File: src/sv/cde_pkg.sv
// Shared types, constants and calendar helpers for the civil date to epoch
// seconds converter. Used by cde_mac, cde_ctrl and civil_date_to_epoch_seconds.
// No dependencies.
package cde_pkg;

  localparam int YEAR_W   = 8;
  localparam int MONTH_W  = 4;
  localparam int MDAY_W   = 5;
  localparam int HOUR_W   = 5;
  localparam int MIN_W    = 6;
  localparam int SEC_W    = 6;
  localparam int ACC_W    = 33;
  localparam int MUL_W    = 6;
  localparam int DAYS_W   = 9;

  localparam logic [YEAR_W-1:0]  EPOCH_YOFF    = 8'd70;
  localparam logic [YEAR_W-1:0]  YOFF_1900     = 8'd0;
  localparam logic [YEAR_W-1:0]  YOFF_2100     = 8'd200;
  localparam logic [MONTH_W-1:0] MONTHS_PER_YR = 4'd12;
  localparam logic [MONTH_W-1:0] MONTH_FEB     = 4'd1;

  localparam logic [DAYS_W-1:0] DAYS_COMMON = 9'd365;
  localparam logic [DAYS_W-1:0] DAYS_LEAP   = 9'd366;

  localparam logic [MUL_W-1:0] MUL_ONE      = 6'd1;
  localparam logic [MUL_W-1:0] HOURS_PER_DY = 6'd24;
  localparam logic [MUL_W-1:0] MINS_PER_HR  = 6'd60;
  localparam logic [MUL_W-1:0] SECS_PER_MIN = 6'd60;

  typedef enum logic [2:0] {
    ST_IDLE,
    ST_YEAR,
    ST_MONTH,
    ST_DAY,
    ST_HOUR,
    ST_MIN,
    ST_SEC,
    ST_DONE
  } state_e;

  typedef enum logic [2:0] {
    OP_DAYS,
    OP_MDAY,
    OP_HOUR,
    OP_MIN,
    OP_SEC
  } op_e;

  typedef struct packed {
    logic              acc_clr;
    logic              acc_en;
    op_e               op;
    logic [DAYS_W-1:0] days;
    logic              load_out;
  } ctrl_t;

  // Years held here run from 1900 to 2155, so the only century years that
  // can appear are 1900, 2000 and 2100; of those only 2000 is a leap year.
  function automatic logic is_leap(input logic [YEAR_W-1:0] yoff);
    return (yoff[1:0] == 2'b00) && (yoff != YOFF_1900) && (yoff != YOFF_2100);
  endfunction

  function automatic logic [DAYS_W-1:0] month_days(input logic [MONTH_W-1:0] m,
                                                   input logic leap);
    logic [DAYS_W-1:0] d;
    d = 9'd31;
    unique case (m)
      4'd1:    d = leap ? 9'd29 : 9'd28;
      4'd3:    d = 9'd30;
      4'd5:    d = 9'd30;
      4'd8:    d = 9'd30;
      4'd10:   d = 9'd30;
      default: d = 9'd31;
    endcase
    return d;
  endfunction

endpackage

File: src/sv/cde_mac.sv
// Shared multiply-accumulate unit: result = acc * mul + addend, modulo 2^33.
// Depends on cde_pkg.
module cde_mac (
  input  logic [cde_pkg::ACC_W-1:0] acc_i,
  input  logic [cde_pkg::MUL_W-1:0] mul_i,
  input  logic [cde_pkg::ACC_W-1:0] addend_i,
  output logic [cde_pkg::ACC_W-1:0] res_o
);
  import cde_pkg::*;

  logic [ACC_W+MUL_W-1:0] prod;

  assign prod  = {{MUL_W{1'b0}}, acc_i} * {{ACC_W{1'b0}}, mul_i};
  assign res_o = prod[ACC_W-1:0] + addend_i;

endmodule

File: src/sv/cde_ctrl.sv
// Sequencer for the converter: walks the years, then the months, then the
// day and time terms, steering the shared unit. Depends on cde_pkg.
module cde_ctrl (
  input  logic                        clk_i,
  input  logic                        rst_ni,
  input  logic                        in_accept_i,
  input  logic [cde_pkg::YEAR_W-1:0]  year_i,
  input  logic [cde_pkg::MONTH_W-1:0] month_i,
  input  logic                        out_free_i,
  output logic                        in_ready_o,
  output cde_pkg::ctrl_t              ctrl_o
);
  import cde_pkg::*;

  state_e               state_q, state_d;
  logic [YEAR_W-1:0]    year_cnt_q, year_cnt_d;
  logic [YEAR_W-1:0]    yoff_q, yoff_d;
  logic [MONTH_W-1:0]   mon_cnt_q, mon_cnt_d;
  logic [MONTH_W-1:0]   mon_q, mon_d;
  logic                 year_end;
  logic                 mon_end;

  assign year_end = (year_cnt_q == yoff_q);
  assign mon_end  = (mon_cnt_q == mon_q);

  // Next state.
  always_comb begin
    state_d = state_q;
    unique case (state_q)
      ST_IDLE: begin
        if (in_accept_i) begin
          state_d = (year_i < EPOCH_YOFF) ? ST_DONE : ST_YEAR;
        end
      end
      ST_YEAR: begin
        if (year_end) begin
          state_d = ST_MONTH;
        end
      end
      ST_MONTH: begin
        if (mon_end) begin
          state_d = ST_DAY;
        end
      end
      ST_DAY:  state_d = ST_HOUR;
      ST_HOUR: state_d = ST_MIN;
      ST_MIN:  state_d = ST_SEC;
      ST_SEC:  state_d = ST_DONE;
      ST_DONE: begin
        if (out_free_i) begin
          state_d = ST_IDLE;
        end
      end
      default: state_d = ST_IDLE;
    endcase
  end

  // Outputs to the datapath.
  always_comb begin
    in_ready_o      = 1'b0;
    ctrl_o.acc_clr  = 1'b0;
    ctrl_o.acc_en   = 1'b0;
    ctrl_o.op       = OP_DAYS;
    ctrl_o.days     = '0;
    ctrl_o.load_out = 1'b0;
    unique case (state_q)
      ST_IDLE: begin
        in_ready_o     = 1'b1;
        ctrl_o.acc_clr = in_accept_i;
      end
      ST_YEAR: begin
        ctrl_o.acc_en = !year_end;
        ctrl_o.days   = is_leap(year_cnt_q) ? DAYS_LEAP : DAYS_COMMON;
      end
      ST_MONTH: begin
        ctrl_o.acc_en = !mon_end;
        ctrl_o.days   = month_days(mon_cnt_q, is_leap(yoff_q));
      end
      ST_DAY: begin
        ctrl_o.acc_en = 1'b1;
        ctrl_o.op     = OP_MDAY;
      end
      ST_HOUR: begin
        ctrl_o.acc_en = 1'b1;
        ctrl_o.op     = OP_HOUR;
      end
      ST_MIN: begin
        ctrl_o.acc_en = 1'b1;
        ctrl_o.op     = OP_MIN;
      end
      ST_SEC: begin
        ctrl_o.acc_en = 1'b1;
        ctrl_o.op     = OP_SEC;
      end
      ST_DONE: begin
        ctrl_o.load_out = out_free_i;
      end
      default: begin
        in_ready_o = 1'b0;
      end
    endcase
  end

  // Loop counters and the loop bounds of the word in flight.
  always_comb begin
    year_cnt_d = year_cnt_q;
    yoff_d     = yoff_q;
    mon_cnt_d  = mon_cnt_q;
    mon_d      = mon_q;
    if (in_accept_i) begin
      year_cnt_d = EPOCH_YOFF;
      yoff_d     = year_i;
      mon_cnt_d  = '0;
      // Months beyond December count as a whole year of months.
      mon_d      = (month_i > MONTHS_PER_YR) ? MONTHS_PER_YR : month_i;
    end else if (state_q == ST_YEAR && !year_end) begin
      year_cnt_d = year_cnt_q + YEAR_W'(1);
    end else if (state_q == ST_MONTH && !mon_end) begin
      mon_cnt_d = mon_cnt_q + MONTH_W'(1);
    end
  end

  always_ff @(posedge clk_i or negedge rst_ni) begin
    if (!rst_ni) begin
      state_q    <= ST_IDLE;
      year_cnt_q <= '0;
      yoff_q     <= '0;
      mon_cnt_q  <= '0;
      mon_q      <= '0;
    end else begin
      state_q    <= state_d;
      year_cnt_q <= year_cnt_d;
      yoff_q     <= yoff_d;
      mon_cnt_q  <= mon_cnt_d;
      mon_q      <= mon_d;
    end
  end

`ifndef ASSERT_OFF
  a_year_bound: assert property (@(posedge clk_i) disable iff (!rst_ni)
    (state_q == ST_YEAR) |-> (year_cnt_q <= yoff_q && yoff_q >= EPOCH_YOFF))
    else $error("year counter ran past the target year");

  a_mon_bound: assert property (@(posedge clk_i) disable iff (!rst_ni)
    (state_q == ST_MONTH) |-> (mon_cnt_q <= mon_q && mon_q <= MONTHS_PER_YR))
    else $error("month counter ran past the target month");

  a_accept_leaves_idle: assert property (@(posedge clk_i) disable iff (!rst_ni)
    in_accept_i |=> (state_q != ST_IDLE))
    else $error("accepted word did not start a conversion");

  a_short_year_done: assert property (@(posedge clk_i) disable iff (!rst_ni)
    (in_accept_i && year_i < EPOCH_YOFF) |=> (state_q == ST_DONE))
    else $error("year before 1970 did not finish at once");
`endif

endmodule

File: src/sv/civil_date_to_epoch_seconds.sv
// From acceptance the sequencer steps one year at a time from 1970 up to the target year,
// then one month at a time up to min(month, 12), then the day, hour, minute and second terms;
// a year before 1970 goes straight to the result, which is then zero. The year loop runs
// through the shared multiply-accumulate unit, one year per cycle.
// A new word is taken while the previous result still waits in the output register.
// Reset (rst_ni low, asynchronous) empties the output and returns the sequencer to idle.
module civil_date_to_epoch_seconds (
  input  logic                        clk_i,
  input  logic                        rst_ni,
  input  logic                        in_valid_i,
  output logic                        in_ready_o,
  input  logic [cde_pkg::YEAR_W-1:0]  year_since_1900_i,
  input  logic [cde_pkg::MONTH_W-1:0] month_index_i,
  input  logic [cde_pkg::MDAY_W-1:0]  day_of_month_i,
  input  logic [cde_pkg::HOUR_W-1:0]  hour_of_day_i,
  input  logic [cde_pkg::MIN_W-1:0]   minute_of_hour_i,
  input  logic [cde_pkg::SEC_W-1:0]   second_of_minute_i,
  output logic                        out_valid_o,
  input  logic                        out_ready_i,
  output logic [cde_pkg::ACC_W-1:0]   epoch_seconds_o
);
  import cde_pkg::*;

  ctrl_t               ctrl;
  logic                in_accept;
  logic                out_free;
  logic [MDAY_W-1:0]   mday_q;
  logic [HOUR_W-1:0]   hour_q;
  logic [MIN_W-1:0]    min_q;
  logic [SEC_W-1:0]    sec_q;
  logic [ACC_W-1:0]    acc_q;
  logic [ACC_W-1:0]    out_q;
  logic                out_valid_q, out_valid_d;
  logic [MUL_W-1:0]    mul;
  logic [ACC_W-1:0]    addend;
  logic [ACC_W-1:0]    mac_res;

  assign in_accept = in_valid_i && in_ready_o;
  assign out_free  = !out_valid_q || out_ready_i;

  cde_ctrl u_ctrl (
    .clk_i       (clk_i),
    .rst_ni      (rst_ni),
    .in_accept_i (in_accept),
    .year_i      (year_since_1900_i),
    .month_i     (month_index_i),
    .out_free_i  (out_free),
    .in_ready_o  (in_ready_o),
    .ctrl_o      (ctrl)
  );

  // Operand selection for the shared unit. The day term is (day - 1), taken
  // modulo 2^33 so that a day of zero steps back one day.
  always_comb begin
    mul    = MUL_ONE;
    addend = ACC_W'(ctrl.days);
    unique case (ctrl.op)
      OP_DAYS: begin
        mul    = MUL_ONE;
        addend = ACC_W'(ctrl.days);
      end
      OP_MDAY: begin
        mul    = MUL_ONE;
        addend = ACC_W'(mday_q) - ACC_W'(1);
      end
      OP_HOUR: begin
        mul    = HOURS_PER_DY;
        addend = ACC_W'(hour_q);
      end
      OP_MIN: begin
        mul    = MINS_PER_HR;
        addend = ACC_W'(min_q);
      end
      OP_SEC: begin
        mul    = SECS_PER_MIN;
        addend = ACC_W'(sec_q);
      end
      default: begin
        mul    = MUL_ONE;
        addend = '0;
      end
    endcase
  end

  cde_mac u_mac (
    .acc_i    (acc_q),
    .mul_i    (mul),
    .addend_i (addend),
    .res_o    (mac_res)
  );

  always_ff @(posedge clk_i) begin
    if (in_accept) begin
      mday_q <= day_of_month_i;
      hour_q <= hour_of_day_i;
      min_q  <= minute_of_hour_i;
      sec_q  <= second_of_minute_i;
    end
    if (ctrl.acc_clr) begin
      acc_q <= '0;
    end else if (ctrl.acc_en) begin
      acc_q <= mac_res;
    end
    if (ctrl.load_out) begin
      out_q <= acc_q;
    end
  end

  always_comb begin
    out_valid_d = out_valid_q;
    if (ctrl.load_out) begin
      out_valid_d = 1'b1;
    end else if (out_ready_i) begin
      out_valid_d = 1'b0;
    end
  end

  always_ff @(posedge clk_i or negedge rst_ni) begin
    if (!rst_ni) begin
      out_valid_q <= 1'b0;
    end else begin
      out_valid_q <= out_valid_d;
    end
  end

  assign out_valid_o     = out_valid_q;
  assign epoch_seconds_o = out_q;

endmodule

File: config.mk
export PLATFORM = sky130hd
export DESIGN_NAME = civil_date_to_epoch_seconds
export DESIGN_NICKNAME = d
export VERILOG_FILES = /design/src/sv/cde_pkg.sv /design/src/sv/cde_mac.sv /design/src/sv/cde_ctrl.sv /design/src/sv/civil_date_to_epoch_seconds.sv
export SDC_FILE = /design/constraint.sdc
export NUM_CORES = 1
export LEC_CHECK = 0
export BUFFER_PORTS_ARGS = -buffer_cell sky130_fd_sc_hd__buf_2
export CAP_MARGIN = 20
export CORE_AREA = 2 2 139 141
export DETAILED_ROUTE_END_ITERATION = 6
export DIE_AREA = 0 0 141 143
export PLACE_DENSITY = 0.74
export SYNTH_ARGS = -nofsm -noshare
export SYNTH_HDL_FRONTEND = slang
export SYNTH_SLANG_ARGS = --single-unit
File: constraint.sdc
create_clock -name clk_i -period 6.2 [get_ports clk_i]
set_input_delay 1.24 -clock clk_i [delete_from_list [all_inputs] [get_ports clk_i]]
set_output_delay 1.24 -clock clk_i [all_outputs]
set_load 0.005 [all_outputs]
==> impl_metrics.csv, run 1 <==
group,metric,value,unit
floorplanning,rows,50,
cells_and_area,num_antenna_cells,0,
sta,max_freq,0.1726,GHz
cells_and_area,area_growth,13.04,%
routing,wl_per_cell,16.14,µm
sta,finalSetupViolCount,0,
cells_and_area,layout.cells.most_common,"inv_1",
routing,vias_per_cell,5.445,
sta,rsz0062_at_grt,"no",
place,gp_congestion,0.9186,
routing,vias,7694,
cells_and_area,nNetsFinal,1385,
floorplanning,dieArea,20160,µm²
worst_setup_path,critical_path_arrival,6080,ps
global_route,grt_pass1_vias,7864,
global_route,grt_use_met1,0.3288,
clocking,cts_tree,"built",
cells_and_area,final_cell_mix,"inv_1, nand2_1, fa_1",
cells_and_area,fillers,1491,
routing,drt_first_pass_iters,5,
synth,ys_ff_latch,116,
synth,netlist.area_leader.share,0.1986,
place,portBuffers,72,
synth,synth_area_leaders,"fa_1, edfxtp_1, ha_1, inv_1, dfrtp_1",
clocking,cts_made_buffers,17,
clocking,h-tree-depth,4,
cells_and_area,multi_input_area,6384,µm²
sta,finalHoldViolCount,0,
synth,syn_area,10280,µm²
place,dp_hpwl,17.09,mm
flow_run,maxCapViolations,0,
floorplanning,core_area,18580,µm²
floorplanning,num_io_pins,73,
synth,synth_ff_type,"edfxtp_1",
sta,fin_crit_sh,0.9345,
sta,skew,8.981,ps
synth,synth_edf_count,55,
floorplanning,die_h,143,µm
synth,avgSynthCellArea,9.426,µm²
global_route,grt_use_met3,0.03353,
worst_setup_path,critPathLaunchType,"flop",
synth,netlist_instances,1091,
synth,synth_warnings,0,
clocking,clk_pin_slew_worst_paths,60,ps
clocking,ctsHoldBuffers,0,
global_route,grtUsageTotal,0.2437,
worst_setup_path,required,6490,ps
worst_setup_path,critPathKind,"flop to flop",
sta,drv_slew,0,
worst_setup_path,path_max_fanout,15,
hold_path,hold_class,"flop to flop",
routing,wirelength,22.80,mm
global_route,grt.busiest_layer,"met2",
global_route,antenna_found_initial,0,
global_route,grt_max_degree,53,
floorplanning,die-width,141,µm
global_route,grt_pass1_wl,38.50,mm
cells_and_area,regArea,3014,µm²
sta,fin_tns_setup,0,ps
clocking,clock_latency,430,ps
sta,min_period,5794,ps
clocking,clk_path_buf_depth,2,
synth,synthArstFlopShare,0.2414,
global_route,met2_usage,0.4151,
global_route,grt_overflow,0,
sta,max_slew.worst_pin.slew,737.9,ps
clocking,numClockSinks,116,
worst_setup_path,crit_path_end_kind,"flop",
synth,yosysTopAreaCell,"fa_1",
synth,yosysSeqAreaShare,0.2930,
synth,ys_types,71,
cells_and_area,drive_above_1_share,0.1272,
status,status,"complete, no violations",
routing,drt_iter0_markers,509,
floorplanning,start_util,0.5535,
sta,slew-limit-headroom,0.5016,
routing,ant_nets,0,
routing,drc_errors,0,
synth,syn_nets,1310,
clocking,cts_root_buffer,"clkbuf_16",
Yosys cell counts (28+ instances only):
master,count
a21oi_1,55
and2_1,51
dfrtp_1,28
dfxtp_1,33
edfxtp_1,55
fa_1,102
ha_1,79
inv_1,188
nand2_1,118
nand3_1,32
nor2_1,38
o21ai_0,38
xnor2_1,51
state kept, by name (all words and copies together) (netlist names):
name	count
acc_q	33
hour_q	5
u_ctrl.yoff_q	8
out_valid_o	1
min_q	6
u_ctrl.mon_q	4
epoch_seconds_o	33
sec_q	6
mday_q	5
u_ctrl.year_cnt_q	8
u_ctrl.state_q	3
u_ctrl.mon_cnt_q	4
layout make-up:
class,count,area share
Tap cell,234,0.02519
Clock buffer,17,0.03659
Timing Repair Buffer,96,0.05069
Sequential cell,116,0.2593
Inverter,191,0.06167
Clock inverter,15,0.01744
Multi-Input combinational cell,744,0.5491
per-layer routing:
metal | part of all wire | routed length (µm)
met5 | 0 | 0
met4 | 0.016 | 361
met2 | 0.49 | 11140
met1 | 0.46 | 10400
met3 | 0.039 | 898
critical path, stage by stage (launching register included):
cell and delay, ps:
dfrtp_2 440, buf_4 180, a21oi_1 180, buf_6 200, nand2_1 140, fa_1 550
inv_1 50, fa_1 500, fa_1 560, inv_1 60, fa_1 530, inv_1 50
ha_1 360, and3_1 240, and3_1 180, a211o_1 270, a311oi_1 270, a21oi_1 180
o21ai_1 280, o21bai_1 140, xnor2_1 170, o21ai_0 100
what timing repair did:
action / in CTS / in global routing
endpoints found under the setup margin: 0 / 10
resized for setup: 0 / 3
buffers inserted: 0 / 4
final timing paths:
path                            slack (ps)  cells past startpoint                            end                          start
max in group asynchronous             4910                      1  u_ctrl.state_q[1]$_DFFE_PN0P_                         rst_ni
worst min-delay path                   480                      2    u_ctrl.mon_q[0]$_DFFE_PN0P_    u_ctrl.mon_q[0]$_DFFE_PN0P_
worst max register to register         410                     21         acc_q[30]$_SDFFE_PP0P_  u_ctrl.state_q[1]$_DFFE_PN0P_
min in group asynchronous              840                      1  u_ctrl.state_q[0]$_DFFE_PN0P_                         rst_ni
worst min register to register         480                      2    u_ctrl.mon_q[0]$_DFFE_PN0P_    u_ctrl.mon_q[0]$_DFFE_PN0P_
worst max-delay path                   410                     21         acc_q[30]$_SDFFE_PP0P_  u_ctrl.state_q[1]$_DFFE_PN0P_
kinds of logic (layout without fill, tap and decap cells):
group	after synthesis	after routing	share of synthesized area
xor+xnor	73	73	0.06217
flops	116	116	0.2930
fa+ha+maj	181	181	0.2947
simple gates	308	308	0.1467
compound gates	176	176	0.1097
mux	6	6	0.005962
buf+inv	231	319	0.08772
stage by stage:
step / utilization / instances / hold WS (ps) / area [µm²] / setup slack (ps)
floorplan: - / 1091 / 406.4 / 10280 / 296.2
global placement: 0.5865 / 1375 / 473.4 / 10900 / 338.5
detailed placement: 0.5875 / 1376 / 477.6 / 10920 / 189.3
CTS: 0.6213 / 1408 / 488.8 / 11540 / 130.8
global route: 0.6257 / 1413 / 515.7 / 11620 / 20.38
finish: 0.6257 / 1413 / 483.1 / 11620 / 406.3
Power of run 1 is not shown: default switching activity piles up to over one toggle a cycle in this logic, so the estimate is an artifact.
==> inputs of run 2 (changes only) <==
--- a/config.mk
+++ b/config.mk
@@ -7,9 +7,9 @@
 export LEC_CHECK = 0
 export BUFFER_PORTS_ARGS = -buffer_cell sky130_fd_sc_hd__buf_2
 export CAP_MARGIN = 20
-export CORE_AREA = 2 2 139 141
+export CORE_AREA = 8 8 145 147
 export DETAILED_ROUTE_END_ITERATION = 6
-export DIE_AREA = 0 0 141 143
+export DIE_AREA = 0 0 153 155
 export PLACE_DENSITY = 0.74
 export SYNTH_ARGS = -nofsm -noshare
 export SYNTH_HDL_FRONTEND = slang
==> run 2 against run 1 <==
  * Core utilization shrank 1.4 points
  * Die area grew 18%
  * First-iteration DRC count shrank 19%
  * Fmax shrank 2.0%
  * Largest cell class unchanged
  * Final area shrank 0.33%
  * Global-route usage shrank 3.4 points
  * Register-to-register slack lost 120 ps
  * Sequential share of layout area grew 0.087 points
==> impl_metrics.csv, run 2 (synthesis gave the netlist of run 1 again) <==
group,metric,value,unit
routing,drt_first_pass_iters,5,
routing,wl_per_cell,16.63,µm
cells_and_area,design_area,11590,µm²
floorplanning,core_area,18950,µm²
floorplanning,dieArea,23720,µm²
clocking,cts_made_buffers,17,
floorplanning,die_h,155,µm
worst_setup_path,rrSetupSlack,290,ps
worst_setup_path,regToRegEndpoint,"acc_q[32]$_SDFFE_PP0P_",
floorplanning,rows,51,
worst_setup_path,reg2reg_from,"u_ctrl.state_q[1]$_DFFE_PN0P_",
flow_run,maxCapViolations,0,
clocking,clock_latency,420,ps
cells_and_area,regArea,3014,µm²
worst_setup_path,critPathLaunchType,"flop",
routing,vias,7629,
cells_and_area,layout.cells.most_common,"inv_1",
clocking,h-tree-depth,4,
clocking,clk_pin_slew_worst_paths,60,ps
worst_setup_path,path_cells,"inv_2 -> nor2_2 -> nor2_1 -> nor2_1 -> buf_12 -> nand2_1 -> fa_1 -> inv_1 -> fa_1 -> fa_1 -> inv_1 -> fa_1 -> inv_1 -> ha_1 -> and3_1 -> and3_1 -> a211o_1 -> a311oi_2 -> a21oi_2 -> o21ai_2 -> o21ai_0 -> xnor2_1 -> o21ai_1",
worst_setup_path,crit_start,"u_ctrl.state_q[1]$_DFFE_PN0P_",
clocking,cts_tree,"built",
sta,max_slew.worst_pin.slew,887.4,ps
routing,drt_iter0_markers,410,
place,dp_hpwl,17.56,mm
routing,vias_per_cell,5.411,
worst_setup_path,critical_path_arrival,6200,ps
worst_setup_path,cp_slowest_cell,"fa_1",
global_route,grt_pass1_wl,40.03,mm
place,gp_congestion,0.8883,
cells_and_area,drive_above_1_share,0.1246,
status,status,"complete, no violations",
place,dp.cells,1376,
sta,drv_slew,0,
routing,ant_nets,0,
sta,slew-limit-headroom,0.4068,
worst_setup_path,crit_path_end_kind,"flop",
sta,min_period,5915,ps
worst_setup_path,required,6490,ps
hold_path,hold_path.startpoint,"u_ctrl.mon_q[0]$_DFFE_PN0P_",
worst_setup_path,critPathKind,"flop to flop",
cells_and_area,area_growth,12.67,%
routing,wirelength,23.45,mm
cells_and_area,nNetsFinal,1378,
worst_setup_path,r2r.worst_path.cells,23,
clocking,clk_path_buf_depth,2,
cells_and_area,layoutNonFillerInstCount,1410,
routing,drc_errors,0,
cells_and_area,final_cell_mix,"inv_1, nand2_1, fa_1",
worst_setup_path,path_max_fanout,31,
cells_and_area,num_antenna_cells,0,
worst_setup_path,crit_top_cell,"fa_1",
hold_path,hold-path-cell-count,2,
global_route,grtUsageTotal,0.2092,
global_route,antenna_found_initial,0,
global_route,grt_overflow,0,
place,portBuffers,72,
floorplanning,num_io_pins,73,
cells_and_area,multi_input_area,6395,µm²
clocking,numClockSinks,116,
sta,fin_tns_setup,0,ps
cells_and_area,fillers,1575,
floorplanning,die-width,153,µm
clocking,cts_root_buffer,"clkbuf_16",
hold_path,holdPathEnd,"u_ctrl.mon_q[0]$_DFFE_PN0P_",
sta,skew,10.69,ps
global_route,grt_pass1_vias,8105,
sta,finalHoldViolCount,0,
floorplanning,start_util,0.5426,
sta,fin_crit_sh,0.9540,
place,place_area,10900,µm²
worst_setup_path,critPathMaxStageDelay,560,ps
sta,max_freq,0.1691,GHz
hold_path,hold_class,"flop to flop",
sta,finalSetupViolCount,0,
global_route,grt_max_degree,61,
==> run 2: area by class of cell <==
type	instances	area share
flip-flops and latches	116	0.2602
well taps	238	0.02570
multi-input cells	744	0.5519
clock inverters	13	0.01566
inverters	191	0.06188
repair buffers	89	0.04644
clock buffers	19	0.03823
==> run 2: how the worst max path moves through the flow <==
stage / endpoint / slack, ps
CTS: acc_q[32]$_SDFFE_PP0P_ / 150
finish: acc_q[32]$_SDFFE_PP0P_ / 290
detailed placement: acc_q[32]$_SDFFE_PP0P_ / 240
global placement: acc_q[32]$_SDFFE_PP0P_ / 420
floorplan: acc_q[25]$_SDFFE_PP0P_ / 300
global route: acc_q[32]$_SDFFE_PP0P_ / -20
==> run 2: worst max-delay path, delay by kind of cell (launching register included) <==
kind,cells,cell delay (ps)
compound gates,6,1190
flops,1,450
fa+ha+maj,5,2510
simple gates,6,960
buf+inv,5,500
xor+xnor,1,170
==> run 2: metrics by stage <==
| step | worst slack (ps) | utilization | hold slack [ps] |
|---|---|---|---|
| global route | -19.64 | 0.6113 | 515.9 |
| global placement | 422.4 | 0.5752 | 473.4 |
| finish | 285.2 | 0.6113 | 494.4 |
| CTS | 149.5 | 0.6082 | 497.8 |
| detailed placement | 243.2 | 0.5752 | 486.1 |
| floorplan | 296.2 | - | 406.4 |
==> run 2: metal layers <==
layer	share of wire	global-route usage
met1	0.43	0.2589
met2	0.50	0.3633
met3	0.052	0.04632
met4	0.016	0.05891
met5	0	0
==> run 2: repair_timing <==
item	in CTS	in global routing
hold endpoints to repair	0	0
hold buffers	0	0
buffers inserted	0	0
resized for setup	0	6
endpoints found under the setup margin	0	8
Power of run 2 is left out for the same reason.
==> inputs of run 3 (changes only) <==
--- a/config.mk
+++ b/config.mk
@@ -5,7 +5,7 @@
 export SDC_FILE = /design/constraint.sdc
 export NUM_CORES = 1
 export LEC_CHECK = 0
-export BUFFER_PORTS_ARGS = -buffer_cell sky130_fd_sc_hd__buf_2
+export BUFFER_PORTS_ARGS = -buffer_cell sky130_fd_sc_hd__clkbuf_2
 export CAP_MARGIN = 20
 export CORE_AREA = 8 8 145 147
 export DETAILED_ROUTE_END_ITERATION = 6
==> run 3 against run 2 <==
  * Critical path depth down 1
  * Largest cell class unchanged
  * Sequential share of layout area grew 0.14 points
  * Final cell count is 0.14% lower
  * Critical endpoint is now acc_q[25]$_SDFFE_PP0P_
  * Wire length fell by 0.52%
  * Register-to-register slack better by 20 ps
  * Core utilization shrank 0.32 points
  * Non-clock buffer count down 2
  * Clock-buffer cell count up 1
  * Clock skew grew 1.1 ps
==> impl_metrics.csv, run 3 (synthesis gave the netlist of run 1 again) <==
group,metric,value,unit
status,status,"complete, no violations",
routing,ant_nets,0,
floorplanning,core_area,18950,µm²
sta,fin_crit_sh,0.9516,
floorplanning,die_h,155,µm
worst_setup_path,crit_path_end_kind,"flop",
clocking,cts_setup_buffers,0,
cells_and_area,nNetsFinal,1376,
place,dp_hpwl,17.33,mm
sta,max_slew.worst_pin.slew,923.7,ps
flow_run,maxCapViolations,0,
worst_setup_path,required,6480,ps
sta,finalHoldViolCount,0,
floorplanning,start_util,0.5426,
sta,drv_slew,0,
clocking,cts_root_buffer,"clkbuf_16",
worst_setup_path,path_max_fanout,31,
sta,fin_tns_setup,0,ps
clocking,cts_tree,"built",
global_route,grt_pass1_vias,8059,
cells_and_area,drive_above_1_share,0.1205,
cells_and_area,num_antenna_cells,0,
sta,finalSetupViolCount,0,
sta,rsz0062_at_grt,"no",
clocking,numClockSinks,116,
clocking,cts_made_buffers,17,
place,portBuffers,72,
cells_and_area,final_cell_mix,"inv_1, nand2_1, fa_1",
sta,min_period,5900,ps
routing,drt_iter0_markers,357,
global_route,grt_max_degree,61,
worst_setup_path,critPathLaunchType,"flop",
floorplanning,rows,51,
global_route,antenna_found_initial,0,
global_route,grt_pass1_wl,39.56,mm
sta,skew,11.76,ps
floorplanning,die-width,153,µm
place,gp_congestion,0.8673,
clocking,clock_latency,420,ps
cells_and_area,regArea,3014,µm²
cells_and_area,layout.cells.most_common,"inv_1",
routing,vias_per_cell,5.414,
cells_and_area,fillers,1574,
routing,wl_per_cell,16.57,µm
clocking,clk_pin_slew_worst_paths,60,ps
routing,vias,7623,
global_route,grt_overflow,0,
worst_setup_path,critical_path_arrival,6180,ps
routing,drc_errors,0,
sta,max_freq,0.1695,GHz
worst_setup_path,critPathKind,"flop to flop",
routing,wirelength,23.33,mm
sta,slew-limit-headroom,0.3825,
cells_and_area,multi_input_area,6385,µm²
floorplanning,dieArea,23720,µm²
global_route,grtUsageTotal,0.2083,
cells_and_area,area_growth,12.08,%
hold_path,hold_class,"flop to flop",
routing,drt_first_pass_iters,5,
floorplanning,num_io_pins,73,
clocking,h-tree-depth,4,
clocking,clk_path_buf_depth,2,
run 3: cell count changes in the layout (fill, tap and decap cells not counted), moves of 2 or more:
| cell | previous run | this run |
|---|---|---|
| buf_2 | 72 | 0 |
| clkbuf_2 | 0 | 72 |
| clkinv_4 | 0 | 3 |
| buf_12 | 4 | 2 |
| clkbuf_1 | 1 | 3 |
run 3: repair_timing:
action                     in CTS  in global routing
hold buffers                    0                  0
setup endpoints to repair       0                  9
gates resized for setup         0                  4
run 3: layout make-up:
cell class	count	share of cell area
multi-input combinational	744	0.5539
timing repair buffer	87	0.04494
inverter	191	0.06220
clock buffer	20	0.03789
tap	238	0.02584
sequential	116	0.2615
clock inverter	12	0.01368
run 3: final timing paths:
check                      slack (ps)                             to  cells after the start                     startpoint
min in group asynchronous         860  u_ctrl.state_q[2]$_DFFE_PN0P_                      1                         rst_ni
max in group asynchronous        4850  u_ctrl.state_q[0]$_DFFE_PN0P_                      1                         rst_ni
hold / removal                    490    u_ctrl.mon_q[1]$_DFFE_PN0P_                      2    u_ctrl.mon_q[1]$_DFFE_PN0P_
setup reg to reg                  300         acc_q[25]$_SDFFE_PP0P_                     22  u_ctrl.state_q[0]$_DFFE_PN0P_
setup / recovery                  300         acc_q[25]$_SDFFE_PP0P_                     22  u_ctrl.state_q[0]$_DFFE_PN0P_
hold reg to reg                   490    u_ctrl.mon_q[1]$_DFFE_PN0P_                      2    u_ctrl.mon_q[1]$_DFFE_PN0P_
run 3: worst max-delay path: stages, from the launching register on:
cell and delay [ps]:
dfrtp_2 440, inv_2 80, nor2_2 190, nor2_1 90
nor2_1 200, buf_12 230, nand2_1 130, fa_1 540
inv_1 60, fa_1 520, fa_1 560, inv_1 60
fa_1 540, inv_1 40, ha_1 360, a22o_1 250
o31a_1 240, a21oi_2 140, a211oi_2 110, o41a_4 470
a21oi_1 190, mux2i_1 190, o311ai_0 130
run 3: routing by layer:
metal | global-route usage | up-vias | wire (µm) | part of all wire
li1 | - | 3686 | - | -
met1 | 0.2611 | 3674 | 10240 | 0.44
met2 | 0.3492 | 214 | 11260 | 0.48
met3 | 0.04327 | 49 | 1260 | 0.054
met4 | 0.08200 | 0 | 562 | 0.024
met5 | 0 | - | 0 | 0
run 3: metrics by stage:
stage / hold WS, ps / area [µm²] / utilization / setup slack [ps] / cells
after floorplan: 406.4 / 10280 / - / 296.2 / 1091
after detailed placement: 484.0 / 10870 / 0.5738 / 283.4 / 1374
final: 489.9 / 11530 / 0.6082 / 300.3 / 1408
after CTS: 493.8 / 11470 / 0.6051 / 147.9 / 1406
after global placement: 472.3 / 10870 / 0.5738 / 412.7 / 1374
after global routing: 520.0 / 11530 / 0.6082 / 21.77 / 1408
Power of run 3 is left out for the same reason.
